==> config.mk <==
export PLATFORM = sky130hd
export DESIGN_NAME = text_token_lexer_core
export DESIGN_NICKNAME = d
export VERILOG_FILES = /design/src/sv/ttl_pkg.sv /design/src/sv/ttl_step.sv /design/src/sv/text_token_lexer_core.sv
export SDC_FILE = /design/constraint.sdc
export NUM_CORES = 1
export LEC_CHECK = 0
export ABC_AREA = 1
export BUFFER_PORTS_ARGS = -buffer_cell sky130_fd_sc_hd__buf_2
export CAP_MARGIN = 10
export CORE_MARGIN = 2
export CORE_UTILIZATION = 50
export CTS_CLUSTER_DIAMETER = 30
export CTS_CLUSTER_SIZE = 8
export DETAILED_ROUTE_END_ITERATION = 16
export PLACE_DENSITY_LB_ADDON = 0.2
export SLEW_MARGIN = 20
export SYNTH_ARGS = -nofsm -noshare
export SYNTH_HDL_FRONTEND = slang
export SYNTH_HIERARCHICAL = 1
export SYNTH_SLANG_ARGS = --single-unit
export TNS_END_PERCENT = 5
==> constraint.sdc <==
create_clock -name clock -period 7.15 [get_ports clock]
set_input_delay 0.3575 -clock clock [delete_from_list [all_inputs] [get_ports clock]]
set_output_delay 0.3575 -clock clock [all_outputs]
set_load 0.03 [all_outputs]
==> src/sv/ttl_pkg.sv <==
// shared types, constants and character classes of the text token lexer
package ttl_pkg;

   localparam int CFG_W  = 11;
   localparam int LINE_W = 20;

   localparam logic [CFG_W-1:0]  CFG_RESET = 11'd1024;
   localparam logic [LINE_W-1:0] LINE_TOP  = 20'hFFFFF;

   typedef enum logic [3:0] {
      MODE_IDLE,
      MODE_IDLE_CMT,
      MODE_INT,
      MODE_IDENT,
      MODE_STR,
      MODE_STR_ESC,
      MODE_POST,
      MODE_POST_CMT,
      MODE_DROP_TO_Q,
      MODE_DROP_THRU_Q
   } lex_mode_type;

   localparam logic [2:0] TOK_OP    = 3'd0;
   localparam logic [2:0] TOK_STR   = 3'd1;
   localparam logic [2:0] TOK_INT   = 3'd2;
   localparam logic [2:0] TOK_IDENT = 3'd3;
   localparam logic [2:0] TOK_ERR   = 3'd4;
   localparam logic [2:0] TOK_LONG  = 3'd5;
   localparam logic [2:0] TOK_END   = 3'd6;

   localparam logic [7:0] CH_NUL   = 8'h00;
   localparam logic [7:0] CH_TAB   = 8'h09;
   localparam logic [7:0] CH_LF    = 8'h0A;
   localparam logic [7:0] CH_CR    = 8'h0D;
   localparam logic [7:0] CH_SP    = 8'h20;
   localparam logic [7:0] CH_QUOTE = 8'h22;
   localparam logic [7:0] CH_PLUS  = 8'h2B;
   localparam logic [7:0] CH_MINUS = 8'h2D;
   localparam logic [7:0] CH_SLASH = 8'h2F;
   localparam logic [7:0] CH_BSL   = 8'h5C;
   localparam logic [7:0] CH_UNDER = 8'h5F;
   localparam logic [7:0] CH_LC_N  = 8'h6E;

   // lexer state other than the stored character count
   typedef struct packed {
      lex_mode_type      mode;
      logic              combine;
      logic              slash;
      logic [LINE_W-1:0] line;
   } lex_state_type;

   typedef struct packed {
      logic [7:0]        ch;
      logic              char_valid;
      logic              token_done;
      logic [2:0]        token_type;
      logic [LINE_W-1:0] line;
   } result_type;

   function automatic logic is_digit(input logic [7:0] b);
      return (b >= 8'h30) && (b <= 8'h39);
   endfunction

   function automatic logic is_alpha(input logic [7:0] b);
      return ((b >= 8'h61) && (b <= 8'h7A)) || ((b >= 8'h41) && (b <= 8'h5A));
   endfunction

   function automatic logic is_blank(input logic [7:0] b);
      return (b == CH_SP) || (b == CH_TAB) || (b == CH_CR) || (b == CH_NUL);
   endfunction

   // @ , ! + & * $ . = : [ ] ( ) { } and backslash
   function automatic logic is_op(input logic [7:0] b);
      return b inside {8'h40, 8'h2C, 8'h21, 8'h2B, 8'h26, 8'h2A, 8'h24, 8'h2E, 8'h3D,
                       8'h3A, 8'h5B, 8'h5D, 8'h28, 8'h29, 8'h7B, 8'h7D, 8'h5C};
   endfunction

   function automatic logic [LINE_W-1:0] bump(input logic [LINE_W-1:0] l);
      return (l != LINE_TOP) ? l + LINE_W'(1) : l;
   endfunction

   function automatic result_type mk_char(input logic [7:0] c, input logic [LINE_W-1:0] l);
      return '{ch: c, char_valid: 1'b1, token_done: 1'b0, token_type: TOK_OP, line: l};
   endfunction

   function automatic result_type mk_done(input logic [2:0] t, input logic [LINE_W-1:0] l);
      return '{ch: 8'h00, char_valid: 1'b0, token_done: 1'b1, token_type: t, line: l};
   endfunction

endpackage

==> src/sv/ttl_step.sv <==
// next-state and result logic for one input beat of the lexer
module ttl_step
   import ttl_pkg::*;
#(
   parameter int MAX_TOKEN = 1024
) (
   input  lex_state_type                    cur,
   input  logic [((MAX_TOKEN > 2048) ? 11 : $clog2(MAX_TOKEN))-1:0] cur_count,
   input  logic [7:0]                       in_byte,
   input  logic                             end_of_input,
   input  logic [CFG_W-1:0]                 max_len,
   output lex_state_type                    nxt,
   output logic [((MAX_TOKEN > 2048) ? 11 : $clog2(MAX_TOKEN))-1:0] nxt_count,
   output result_type [2:0]                 results,
   output logic [1:0]                       res_count
);

   localparam int CNT_W = (MAX_TOKEN > 2048) ? 11 : $clog2(MAX_TOKEN);
   localparam int CAP_W = CNT_W + 1;

   logic [CAP_W-1:0]  cap;
   lex_mode_type      mode;
   logic [CNT_W-1:0]  cnt;
   logic              comb;
   logic              slash;
   logic [LINE_W-1:0] line;
   logic [1:0]        n;
   logic              do_skip;
   logic              post_ctx;
   lex_mode_type      skip_cmt;
   logic              starts;
   logic              hit_slash;
   logic [7:0]        b;

   always_comb begin
      if (32'(max_len) > MAX_TOKEN) begin
         cap = CAP_W'(MAX_TOKEN);
      end else begin
         cap = CAP_W'(max_len);
      end
   end

   always_comb begin
      b         = in_byte;
      mode      = cur.mode;
      cnt       = cur_count;
      comb      = cur.combine;
      slash     = cur.slash;
      line      = cur.line;
      n         = 2'd0;
      results   = '0;
      do_skip   = 1'b0;
      post_ctx  = 1'b0;
      skip_cmt  = MODE_IDLE_CMT;
      starts    = 1'b0;
      hit_slash = 1'b0;

      if (end_of_input) begin
         case (mode)
            MODE_IDLE_CMT: line = bump(line);
            MODE_INT: begin
               results[n] = mk_done(TOK_INT, line);
               n = n + 2'd1;
            end
            MODE_IDENT: begin
               results[n] = mk_done(TOK_IDENT, line);
               n = n + 2'd1;
            end
            MODE_POST: begin
               results[n] = mk_done(TOK_STR, line);
               n = n + 2'd1;
            end
            MODE_POST_CMT: begin
               line = bump(line);
               results[n] = mk_done(TOK_STR, line);
               n = n + 2'd1;
            end
            default: ;
         endcase
         mode  = MODE_IDLE;
         slash = 1'b0;
         results[n] = mk_done(TOK_END, line);
         n = n + 2'd1;
      end else begin
         case (mode)
            MODE_IDLE_CMT, MODE_POST_CMT: begin
               if (b == CH_LF) begin
                  line = bump(line);
                  mode = (mode == MODE_IDLE_CMT) ? MODE_IDLE : MODE_POST;
               end
            end
            MODE_INT: begin
               if (is_digit(b)) begin
                  if (({1'b0, cnt} + CAP_W'(1)) < cap) begin
                     results[n] = mk_char(b, line);
                     n = n + 2'd1;
                     cnt = cnt + CNT_W'(1);
                  end
               end else if (b == CH_MINUS || is_alpha(b) || b == CH_UNDER) begin
                  results[n] = mk_done(TOK_ERR, line);
                  n = n + 2'd1;
                  mode = MODE_IDLE;
               end else begin
                  results[n] = mk_done(TOK_INT, line);
                  n = n + 2'd1;
                  do_skip = 1'b1;
               end
            end
            MODE_IDENT: begin
               if (is_alpha(b) || is_digit(b) || b == CH_UNDER) begin
                  if (({1'b0, cnt} + CAP_W'(1)) < cap) begin
                     results[n] = mk_char(b, line);
                     n = n + 2'd1;
                     cnt = cnt + CNT_W'(1);
                  end
               end else begin
                  results[n] = mk_done(TOK_IDENT, line);
                  n = n + 2'd1;
                  do_skip = 1'b1;
               end
            end
            MODE_STR: begin
               if (b == CH_QUOTE) begin
                  mode  = MODE_POST;
                  comb  = 1'b0;
                  slash = 1'b0;
               end else if (!(({1'b0, cnt} + CAP_W'(1)) < cap)) begin
                  results[n] = mk_done(TOK_LONG, line);
                  n = n + 2'd1;
                  mode = MODE_DROP_THRU_Q;
               end else if (b == CH_CR) begin
                  results[n] = mk_done(TOK_LONG, line);
                  n = n + 2'd1;
                  mode = MODE_DROP_TO_Q;
               end else if (b == CH_BSL) begin
                  mode = MODE_STR_ESC;
               end else begin
                  results[n] = mk_char(b, line);
                  n = n + 2'd1;
                  cnt = cnt + CNT_W'(1);
               end
            end
            MODE_STR_ESC: begin
               results[n] = mk_char((b == CH_LC_N) ? CH_LF : b, line);
               n = n + 2'd1;
               cnt = cnt + CNT_W'(1);
               mode = MODE_STR;
            end
            MODE_POST: begin
               do_skip  = 1'b1;
               post_ctx = 1'b1;
               skip_cmt = MODE_POST_CMT;
            end
            MODE_DROP_TO_Q: begin
               if (b == CH_QUOTE) begin
                  do_skip = 1'b1;
               end
            end
            MODE_DROP_THRU_Q: begin
               if (b == CH_QUOTE) begin
                  mode = MODE_IDLE;
               end
            end
            default: do_skip = 1'b1;
         endcase

         if (do_skip && !post_ctx) begin
            mode = MODE_IDLE;
         end

         // white space, plus signs, newlines and comment openers
         if (do_skip) begin
            if (slash) begin
               slash = 1'b0;
               if (b == CH_SLASH) begin
                  mode      = skip_cmt;
                  hit_slash = 1'b1;
               end
            end
            if (!hit_slash) begin
               if (b == CH_PLUS) begin
                  comb = 1'b1;
               end else if (b == CH_LF) begin
                  line = bump(line);
               end else if (b == CH_SLASH) begin
                  slash = 1'b1;
               end else if (!is_blank(b)) begin
                  starts = 1'b1;
               end
            end
         end

         if (starts) begin
            if (post_ctx && b == CH_QUOTE && comb) begin
               comb = 1'b0;
               mode = MODE_STR;
            end else begin
               if (post_ctx) begin
                  results[n] = mk_done(TOK_STR, line);
                  n = n + 2'd1;
               end
               mode = MODE_IDLE;
               cnt  = '0;
               if (is_op(b)) begin
                  results[n] = mk_char(b, line);
                  n = n + 2'd1;
                  results[n] = mk_done(TOK_OP, line);
                  n = n + 2'd1;
               end else if (b == CH_QUOTE) begin
                  if (cap == '0) begin
                     results[n] = mk_done(TOK_ERR, line);
                     n = n + 2'd1;
                  end else begin
                     mode = MODE_STR;
                  end
               end else if (is_digit(b) || b == CH_MINUS ||
                            is_alpha(b) || b == CH_UNDER) begin
                  mode = (is_digit(b) || b == CH_MINUS) ? MODE_INT : MODE_IDENT;
                  if (CAP_W'(1) < cap) begin
                     results[n] = mk_char(b, line);
                     n = n + 2'd1;
                     cnt = CNT_W'(1);
                  end
               end else begin
                  // stray byte gives an empty identifier
                  results[n] = mk_done(TOK_IDENT, line);
                  n = n + 2'd1;
               end
            end
         end
      end

      nxt.mode    = mode;
      nxt.combine = comb;
      nxt.slash   = slash;
      nxt.line    = line;
      nxt_count   = cnt;
      res_count   = n;
   end

endmodule

==> src/sv/text_token_lexer_core.sv <==
// an accepted byte's results are registered into the result buffer and offered from slot 0
// throughput: one byte per cycle while rsp_ready is high and bytes yield at most one result
//   each; a byte that yields two or three results is drained one per cycle from a result
//   buffer of four entries, and req_ready drops while more than one entry would remain
// reset (synchronous, active high): idle between tokens, line 1, max length 1024,
//   result buffer empty
module text_token_lexer_core
   import ttl_pkg::*;
#(
   parameter int MAX_TOKEN = 1024
) (
   input  logic              clock,
   input  logic              reset,
   input  logic              csr_valid,
   output logic              csr_ready,
   input  logic [CFG_W-1:0]  csr_data,
   input  logic              req_valid,
   output logic              req_ready,
   input  logic [7:0]        req_in_byte,
   input  logic              req_end_of_input,
   output logic              rsp_valid,
   input  logic              rsp_ready,
   output logic [7:0]        rsp_out_char,
   output logic              rsp_char_valid,
   output logic              rsp_token_done,
   output logic [2:0]        rsp_token_type,
   output logic [LINE_W-1:0] rsp_line_number
);

   localparam int CNT_W = (MAX_TOKEN > 2048) ? 11 : $clog2(MAX_TOKEN);

   logic [CFG_W-1:0] max_len_ff;
   lex_state_type    state_ff;
   lex_state_type    state_in;
   logic [CNT_W-1:0] count_ff;
   logic [CNT_W-1:0] count_in;
   result_type [3:0] slot_ff;
   result_type [3:0] slot_in;
   logic [2:0]       fill_ff;
   logic [2:0]       fill_in;
   result_type [2:0] results;
   logic [1:0]       res_count;
   logic             pop;
   logic             acc;
   logic [2:0]       base;
   logic [2:0]       idx;

   ttl_step #(
      .MAX_TOKEN (MAX_TOKEN)
   ) u_step (
      .cur          (state_ff),
      .cur_count    (count_ff),
      .in_byte      (req_in_byte),
      .end_of_input (req_end_of_input),
      .max_len      (max_len_ff),
      .nxt          (state_in),
      .nxt_count    (count_in),
      .results      (results),
      .res_count    (res_count)
   );

   assign csr_ready = 1'b1;
   assign rsp_valid = (fill_ff != 3'd0);
   assign pop       = rsp_valid && rsp_ready;
   assign base      = fill_ff - {2'b00, pop};
   assign req_ready = (base <= 3'd1);
   assign acc       = req_valid && req_ready;

   assign rsp_out_char    = slot_ff[0].ch;
   assign rsp_char_valid  = slot_ff[0].char_valid;
   assign rsp_token_done  = slot_ff[0].token_done;
   assign rsp_token_type  = slot_ff[0].token_type;
   assign rsp_line_number = slot_ff[0].line;

   // result buffer shifts toward slot 0 on each taken beat, new results land behind
   always_comb begin
      idx = 3'd0;
      if (pop) begin
         slot_in[0] = slot_ff[1];
         slot_in[1] = slot_ff[2];
         slot_in[2] = slot_ff[3];
         slot_in[3] = slot_ff[3];
      end else begin
         slot_in = slot_ff;
      end
      for (int j = 0; j < 4; j++) begin
         idx = 3'(j) - base;
         if (acc && (3'(j) >= base) && (idx < {1'b0, res_count})) begin
            slot_in[j] = results[idx[1:0]];
         end
      end
      fill_in = base + (acc ? {1'b0, res_count} : 3'd0);
   end

   always_ff @(posedge clock) begin
      slot_ff <= slot_in;
      if (reset) begin
         max_len_ff <= CFG_RESET;
         state_ff   <= '{mode: MODE_IDLE, combine: 1'b0, slash: 1'b0, line: LINE_W'(1)};
         count_ff   <= '0;
         fill_ff    <= 3'd0;
      end else begin
         fill_ff <= fill_in;
         if (csr_valid && csr_ready) begin
            max_len_ff <= csr_data;
         end
         if (acc) begin
            state_ff <= state_in;
            count_ff <= count_in;
         end
      end
   end

   a_fill_bound: assert property (@(posedge clock) disable iff (reset)
      fill_ff <= 3'd4)
      else $error("result buffer overfilled");

   a_beat_kind: assert property (@(posedge clock) disable iff (reset)
      rsp_valid |-> (rsp_char_valid != rsp_token_done))
      else $error("result beat is neither a character nor a token end");

   a_line_nonzero: assert property (@(posedge clock) disable iff (reset)
      rsp_valid |-> (rsp_line_number != '0))
      else $error("line number zero");

   a_line_monotonic: assert property (@(posedge clock) disable iff (reset)
      $past(!reset) |-> (state_ff.line >= $past(state_ff.line)))
      else $error("line count went backward");

endmodule
== Word level (Yosys, flattened, before mapping) ==
Index checks and enable logic that the tools add are counted.
Cells by class
  add/sub/neg operators: 14
  $lt $le $gt $ge: 30
  eq/ne operators: 37
  multiplexer cells: 162
  bitwise gates (word level): 1
  reductions and logical operators: 43
Operators with widths (count)
  $mux W99: 13
  $mux W33: 21
  $bwmux W99: 6
  $bmux W33 S2: 4
  $demux W33 S2: 4
  $mux W20: 13
  $pmux W33 S4: 1
  $eq A8 B6 Y1 const B: 15
  $mux W10: 12
  $pmux W24 S4: 1
  $mux W4: 18
  $eq A8 B7 Y1 const B: 8
  $add A20 B1 Y20 const B: 2
  $mux W1: 40
  $ne A20 B20 Y1 const B: 2
  $pmux W10 S4: 1
  $mux W2: 19
  $eq A8 B4 Y1 const B: 3
  $lt A2 B3 Y1 const B: 8
  $mux W23: 1
  $logic_and A1 B1 Y1: 20
  $pmux W4 S5: 1
  $reduce_bool A17 Y1: 1
  $eq A4 B3 Y1 const B: 4
  38 further kinds: 69
Word-level totals
  register bits: 182
  input port bits: 25

== Depth between registers and ports, before layout ==
  depth after elaboration: 33
  mapped depth: 36
  gate-level depth less buffers: 35

== Modules after synthesis ==
Netlist, hierarchy kept.
By module, submodules not included
  text_token_lexer_core: instances 1, cells an instance 1413, area each 10393.7 µm²
  ttl_step: instances 1, cells an instance 1120, area each 5456.5 µm²

== Worst setup path before layout ==
Ideal clock, no wire load.
  kind: register to register
  from: register count_ff[2]
  to: register slot_ff[100] (netlist bit), enable pin
  data arrival time: 6.533 ns
  slack: 0.143 ns
  stages on the path, launching flop included: 28
  buffers on the path: 1
  clock period less this slack: 7.007 ns
  path through: dfxtp_1 > inv_1 > nor3_1 > nand3_1 > nor2_1 > nand4_1 > xor2_1 > inv_1 > ha_1 > nand2_1 > o21ai_0 > a21oi_1 > nand2_1 > nor2_1 > inv_1 > nand2_1 > nand2_1 > nor2_2 > clkbuf_1 > ha_1 > clkinv_1 > a21oi_1 > nand2_1 > o2111ai_1 > o21ai_0 > inv_1 > ha_1 > a211oi_1
Between the ends
  word-level cells in the longest chain between the ends: 21
Ends and longest elaborated chain
  from (decl): line text_token_lexer_core.sv:35  | logic [CNT_W-1:0] count_ff;
  from (signal assigned): line text_token_lexer_core.sv:109  | count_ff <= count_in;
  $add A10 B1 Y11 (*): line ttl_step.sv:94, ttl_step.sv:111, ttl_step.sv:127
  $lt A11 B11 Y1 (*): line ttl_step.sv:94, ttl_step.sv:111, ttl_step.sv:127
  $mux W2 or $mux W1 (tied branches): line ttl_step.sv:127, ttl_step.sv:94, ttl_step.sv:111
  $mux W2, or another cell as far along: line ttl_step.sv:123  | if (b == CH_QUOTE) begin
  $pmux W2 S4 (*): line ttl_step.sv:85  | case (mode)
  $mux W2 (*): line ttl_step.sv:58  | if (end_of_input) begin
  $add A2 B1 Y2: line ttl_step.sv:200  | n = n + 2'd1;
  $mux W2: line ttl_step.sv:198  | if (post_ctx) begin
  [6 not listed]
  $mux W2: line ttl_step.sv:209  | end else if (b == CH_QUOTE) begin
  $mux W2: line ttl_step.sv:204  | if (is_op(b)) begin
  $mux W2: line ttl_step.sv:194  | if (post_ctx && b == CH_QUOTE && comb) begin
  $mux W2 (*): line ttl_step.sv:193  | if (starts) begin
  $mux W2 (*): line ttl_step.sv:58
  named net res_count[1]: line text_token_lexer_core.sv:42  | logic [1:0] res_count;
  $lt A3 B2 Y1 (*): line text_token_lexer_core.sv:88  | if (acc && (3'(j) >= base) && (idx < {1'b0, res_count})) begin
  $logic_and A1 B1 Y1 (*): line text_token_lexer_core.sv:88
  to (signal assigned): line text_token_lexer_core.sv:96  | slot_ff <= slot_in;
  to (decl): line text_token_lexer_core.sv:37  | result_type [3:0] slot_ff;
The timed path passes the listed nets; every way through them passes the cells marked *. The select of a mux whose other input is x is not followed.
A chain may end at the register's enable or synchronous reset.

== Worst setup path after layout ==
  from: register count_ff[2]
  to: register slot_ff[70] (netlist bit), enable pin
Between the ends
  word-level cells in the longest chain between the ends: 22
Ends and longest elaborated chain (line)
  $add A10 B1 Y11 (*): ttl_step.sv:94, ttl_step.sv:111, ttl_step.sv:127
  $lt A11 B11 Y1 (*): ttl_step.sv:94, ttl_step.sv:111, ttl_step.sv:127
  $mux W2 or $mux W1 (tied branches): ttl_step.sv:127, ttl_step.sv:94, ttl_step.sv:111
  $mux W2, or another cell as far along: ttl_step.sv:123
  $pmux W2 S4 (*): ttl_step.sv:85
  $mux W2 (*): ttl_step.sv:58
  $add A2 B1 Y2: ttl_step.sv:200
  $mux W2: ttl_step.sv:198
  [7 not listed]
  $mux W2: ttl_step.sv:204
  $mux W2: ttl_step.sv:194
  $mux W2 (*): ttl_step.sv:193
  $mux W2 (*): ttl_step.sv:58
  named net res_count[1]: text_token_lexer_core.sv:42
  $lt A3 B2 Y1 (*): text_token_lexer_core.sv:88
  $logic_and A1 B1 Y1 (*): text_token_lexer_core.sv:88
  $reduce_bool A2 Y1 (no line) (*)
Marks and branches as above.

==> out/metrics.csv <==
stage,metric,value,unit
floorplan,num_io_pins,61,
global_routing,antenna_found_initial,0,
route,met1Wirelength,23750,um
power_and_ir_drop,worst_ir_drop_vdd,260.1,uV
placed_design,place.gp.congestion,0.9770,
route,via_per_inst,5.659,
final_layout,fillers,3235,
route,dr_wl_met3,4310,um
synthesis,yosysTopAreaCell,edfxtp_1,
synthesis,seq_area_frac_synth,31.32,%
route,final_antenna_net_count,0,
route,totalWireLength,49590,um
synthesis,postSynthCellCount,2533,
timing,setup_violations,0,
synthesis,ys_top_cells_by_count,"929 x nand2_1, 348 x nand3_1, 236 x nor2_1",
clock_network,ctsHoldBuffers,0,
clock_network,cts_made_buffers,17,
synthesis,synth_flop_cell,edfxtp_1,
worst_hold_path,hp-class,in -> reg,
timing,min_period,6.198,ns
placed_design,dp.final_hpwl,35190,um
timing,rsz0062_at_grt,false,
power_and_ir_drop,p_per_area,543.2,nW/um2
global_routing,grt_max_degree,108,
final_layout,multi_input_area,9094,um2
global_routing,grt_pass1_vias,14340,
synthesis,yosysWarningCount,6,
job,drv_cap,0,
final_layout,nNetsFinal,2519,
floorplan,dieArea,33140,um2
global_routing,grt_overflow,0,
setup_path,cp_slowest_cell,buf_4,
setup_path,slowest_delay,0.45,ns
setup_path,timing.critical_path.buf_inv,8,
final_layout,ff_latch_area,4965,um2
setup_path,arrival,6.30,ns
route,first_iter_violations,1871,
route,route.met2.wl,20770,um
timing,slew_headroom,36.62,%
clock_network,clk_latency,0.47,ns
final_layout,syn_to_final_growth,3.837,%
route,wl_per_cell,17.22,um
floorplan,fp-row-count,65,
power_and_ir_drop,power_frac_clock,11.0,%
setup_path,startpoint_type,flip-flop,
placed_design,dpl_cell_area,15870,um2
clock_network,cts_tree,built,
synthesis,synth_edf_count,132,
setup_path,cp-end-kind,flip-flop,
timing,fin_tns_setup,0,ns
floorplan,die_w,182.0,um
clock_network,path_clk_slew,0.07,ns
placed_design,io_buffers,59,
clock_network,ctsResizeCount,0,
timing,tightest_slew,0.9507,ns
setup_path,required,7.25,ns
timing,fmax,161.3,MHz
clock_network,root_buffer,clkbuf_16,
clock_network,cts_setup_buffers,0,
route,routed.top_layer,met4,
global_routing,grt_pass1_wl,79050,um
synthesis,avgSynthCellArea,6.257,um2
power_and_ir_drop,power.internal,0.003812,W
synthesis,syn_area,15850,um2
final_layout,layout-drive-gt1-share,7.910,%
synthesis,ys_seq_elements,182,
timing,slew_viol_final,0,
outcome,status,"complete, no violations",
power_and_ir_drop,power.switching,0.005127,W
route,drcViolationCount,0,
timing,hold_viol,0,
setup_path,cpLargestDelayFamily,simple AND/OR/NAND/NOR gates,
final_layout,antenna_cells,0,
power_and_ir_drop,p_leak,7.528,nW
clock_network,clock-sinks,182,
route,vias,16300,
power_and_ir_drop,seqPwrFrac,23.3,%
power_and_ir_drop,p_sw_share,57.36,%
global_routing,track_usage,30.06,%
floorplan,core,31390,um2
clock_network,h-tree-depth,4,
setup_path,crit_type,reg -> reg,
timing,finalCritPeriodShare,86.69,%
power_and_ir_drop,pwr-share-comb,65.7,%
floorplan,start_util,50.49,%
timing,skew,0.01328,ns
clock_network,cts_buffer_depth,2,
synthesis,synth_cell_types,62,
synthesis,ys_top_cells_by_area,"edfxtp_1 25%, nand2_1 22%, nand3_1 11%, dfxtp_1 6.3%, nor2_1 5.6%",
setup_path,crit_top_cell,nand2_1,
synthesis,synth_top_area_share,25.01,%
setup_path,critPathMaxFanout,34,
synthesis,async_flop_share,0,%
final_layout,fin_area,16460,um2
floorplan,fp.dieH,182.0,um
route,firstDrtPassIters,6,
synthesis,synth.most_common_cell,nand2_1,
## cells by family (layout without fill, tap and decap cells)
group / after synthesis / in the layout / share of synthesized area [%]
AO/OA/AOI/OAI: 295 / 295 / 10.63
XOR/XNOR: 11 / 11 / 0.6078
adder cells (fa/ha/maj): 29 / 29 / 2.337
buffers and inverters: 392 / 336 / 11.50
flip-flops: 182 / 182 / 31.32
other: 2 / 3 / 0.04738
AND/OR/NAND/NOR: 1622 / 1622 / 43.55
## metal layers
| metal | vias up | track usage [%] |
|---|---|---|
| li1 | 8109 | - |
| met1 | 7359 | 46.81 |
| met2 | 779 | 43.27 |
| met3 | 51 | 4.412 |
| met4 | 0 | 7.194 |
| met5 | - | 0 |
## stage by stage
stage | utilization, % | cells | worst slack [ns] | hold WS [ns] | total power, W
2_1_floorplan | - | 2534 | 0.1434 | 0.4242 | 0.006537
3_3_place_gp | 50.57 | 2848 | 1.226 | 0.4908 | 0.007783
3_5_place_dp | 50.57 | 2848 | 1.035 | 0.4959 | 0.007840
4_1_cts | 52.43 | 2880 | 1.015 | 0.09983 | 0.008839
5_1_grt | 52.43 | 2880 | 0.3009 | 0.1070 | 0.009685
6_report | 52.43 | 2880 | 0.9516 | 0.1095 | 0.008939
## cells in the final DEF, fill, tap and decap left out, types with 5 or more instances in the layout
| master | Yosys | layout |
|---|---|---|
| nand4_1 | 24 | 24 |
| nor2_2 | 9 | 9 |
| inv_1 | 194 | 193 |
| xor2_1 | 10 | 10 |
| buf_4 | 53 | 21 |
| clkinv_1 | 6 | 6 |
| o21ai_1 | 22 | 22 |
| inv_2 | 22 | 23 |
| o22ai_1 | 13 | 13 |
| nand3_1 | 348 | 348 |
| nor4_1 | 5 | 5 |
| ha_1 | 28 | 26 |
| o2111ai_1 | 5 | 5 |
| a21oi_1 | 47 | 47 |
| buf_2 | 42 | 59 |
| o211ai_1 | 27 | 27 |
| o21ai_0 | 146 | 146 |
| nand2_1 | 929 | 929 |
| nor2_1 | 236 | 236 |
| nand2_2 | 11 | 11 |
| nor2_4 | 13 | 13 |
| nor3_1 | 24 | 24 |
| dfxtp_1 | 50 | 50 |
| nand2_4 | 5 | 5 |
| a31oi_1 | 6 | 6 |
| clkbuf_16 | 0 | 17 |
| edfxtp_1 | 132 | 132 |
## state kept, by name, summed over array words and instances (netlist names), 3 cells and up
| register | count |
|---|---|
| slot_ff | 99 |
| state_ff | 26 |
| fill_ff | 3 |
| max_len_ff | 11 |
| rsp_out_char | 8 |
| rsp_token_type | 3 |
| count_ff | 10 |
| rsp_line_number | 20 |
## worst paths after layout
kind                     start                  end  slack, ns  depth (start not counted)
setup / recovery   count_ff[2]          slot_ff[70]       0.95                         31
hold / removal    csr_data[10]       max_len_ff[10]       0.11                          3
setup reg to reg   count_ff[2]          slot_ff[70]       0.95                         31
hold reg to reg    slot_ff[51]  rsp_line_number[18]       0.51                          2
## final cells by class
cell class              instances  share of cell area (%)
multi-input cells            1960                   55.25
flip-flops and latches        182                   30.17
inverters                     223                   5.101
well taps                     402                   3.056
repair buffers                 81                   2.874
clock buffers                  17                   2.585
clock inverters                15                  0.9655
## tightest hold or removal path, stage by stage
cell and delay (ns):
buf_2 0.08, nand2_1 0.04, nand3_1 0.07
## power groups by stage
| stage | sequential [W] | clock (W) | combinational, W |
|---|---|---|---|
| global placement | 0.00209 | 0 | 0.00569 |
| finish | 0.00208 | 0.000979 | 0.00588 |
| global route | 0.00214 | 0.00103 | 0.00651 |
| detailed placement | 0.00211 | 0 | 0.00573 |
| CTS | 0.00208 | 0.000999 | 0.00576 |
| floorplan | 0.00206 | 0 | 0.00448 |
(Power assumes the default switching activity.)
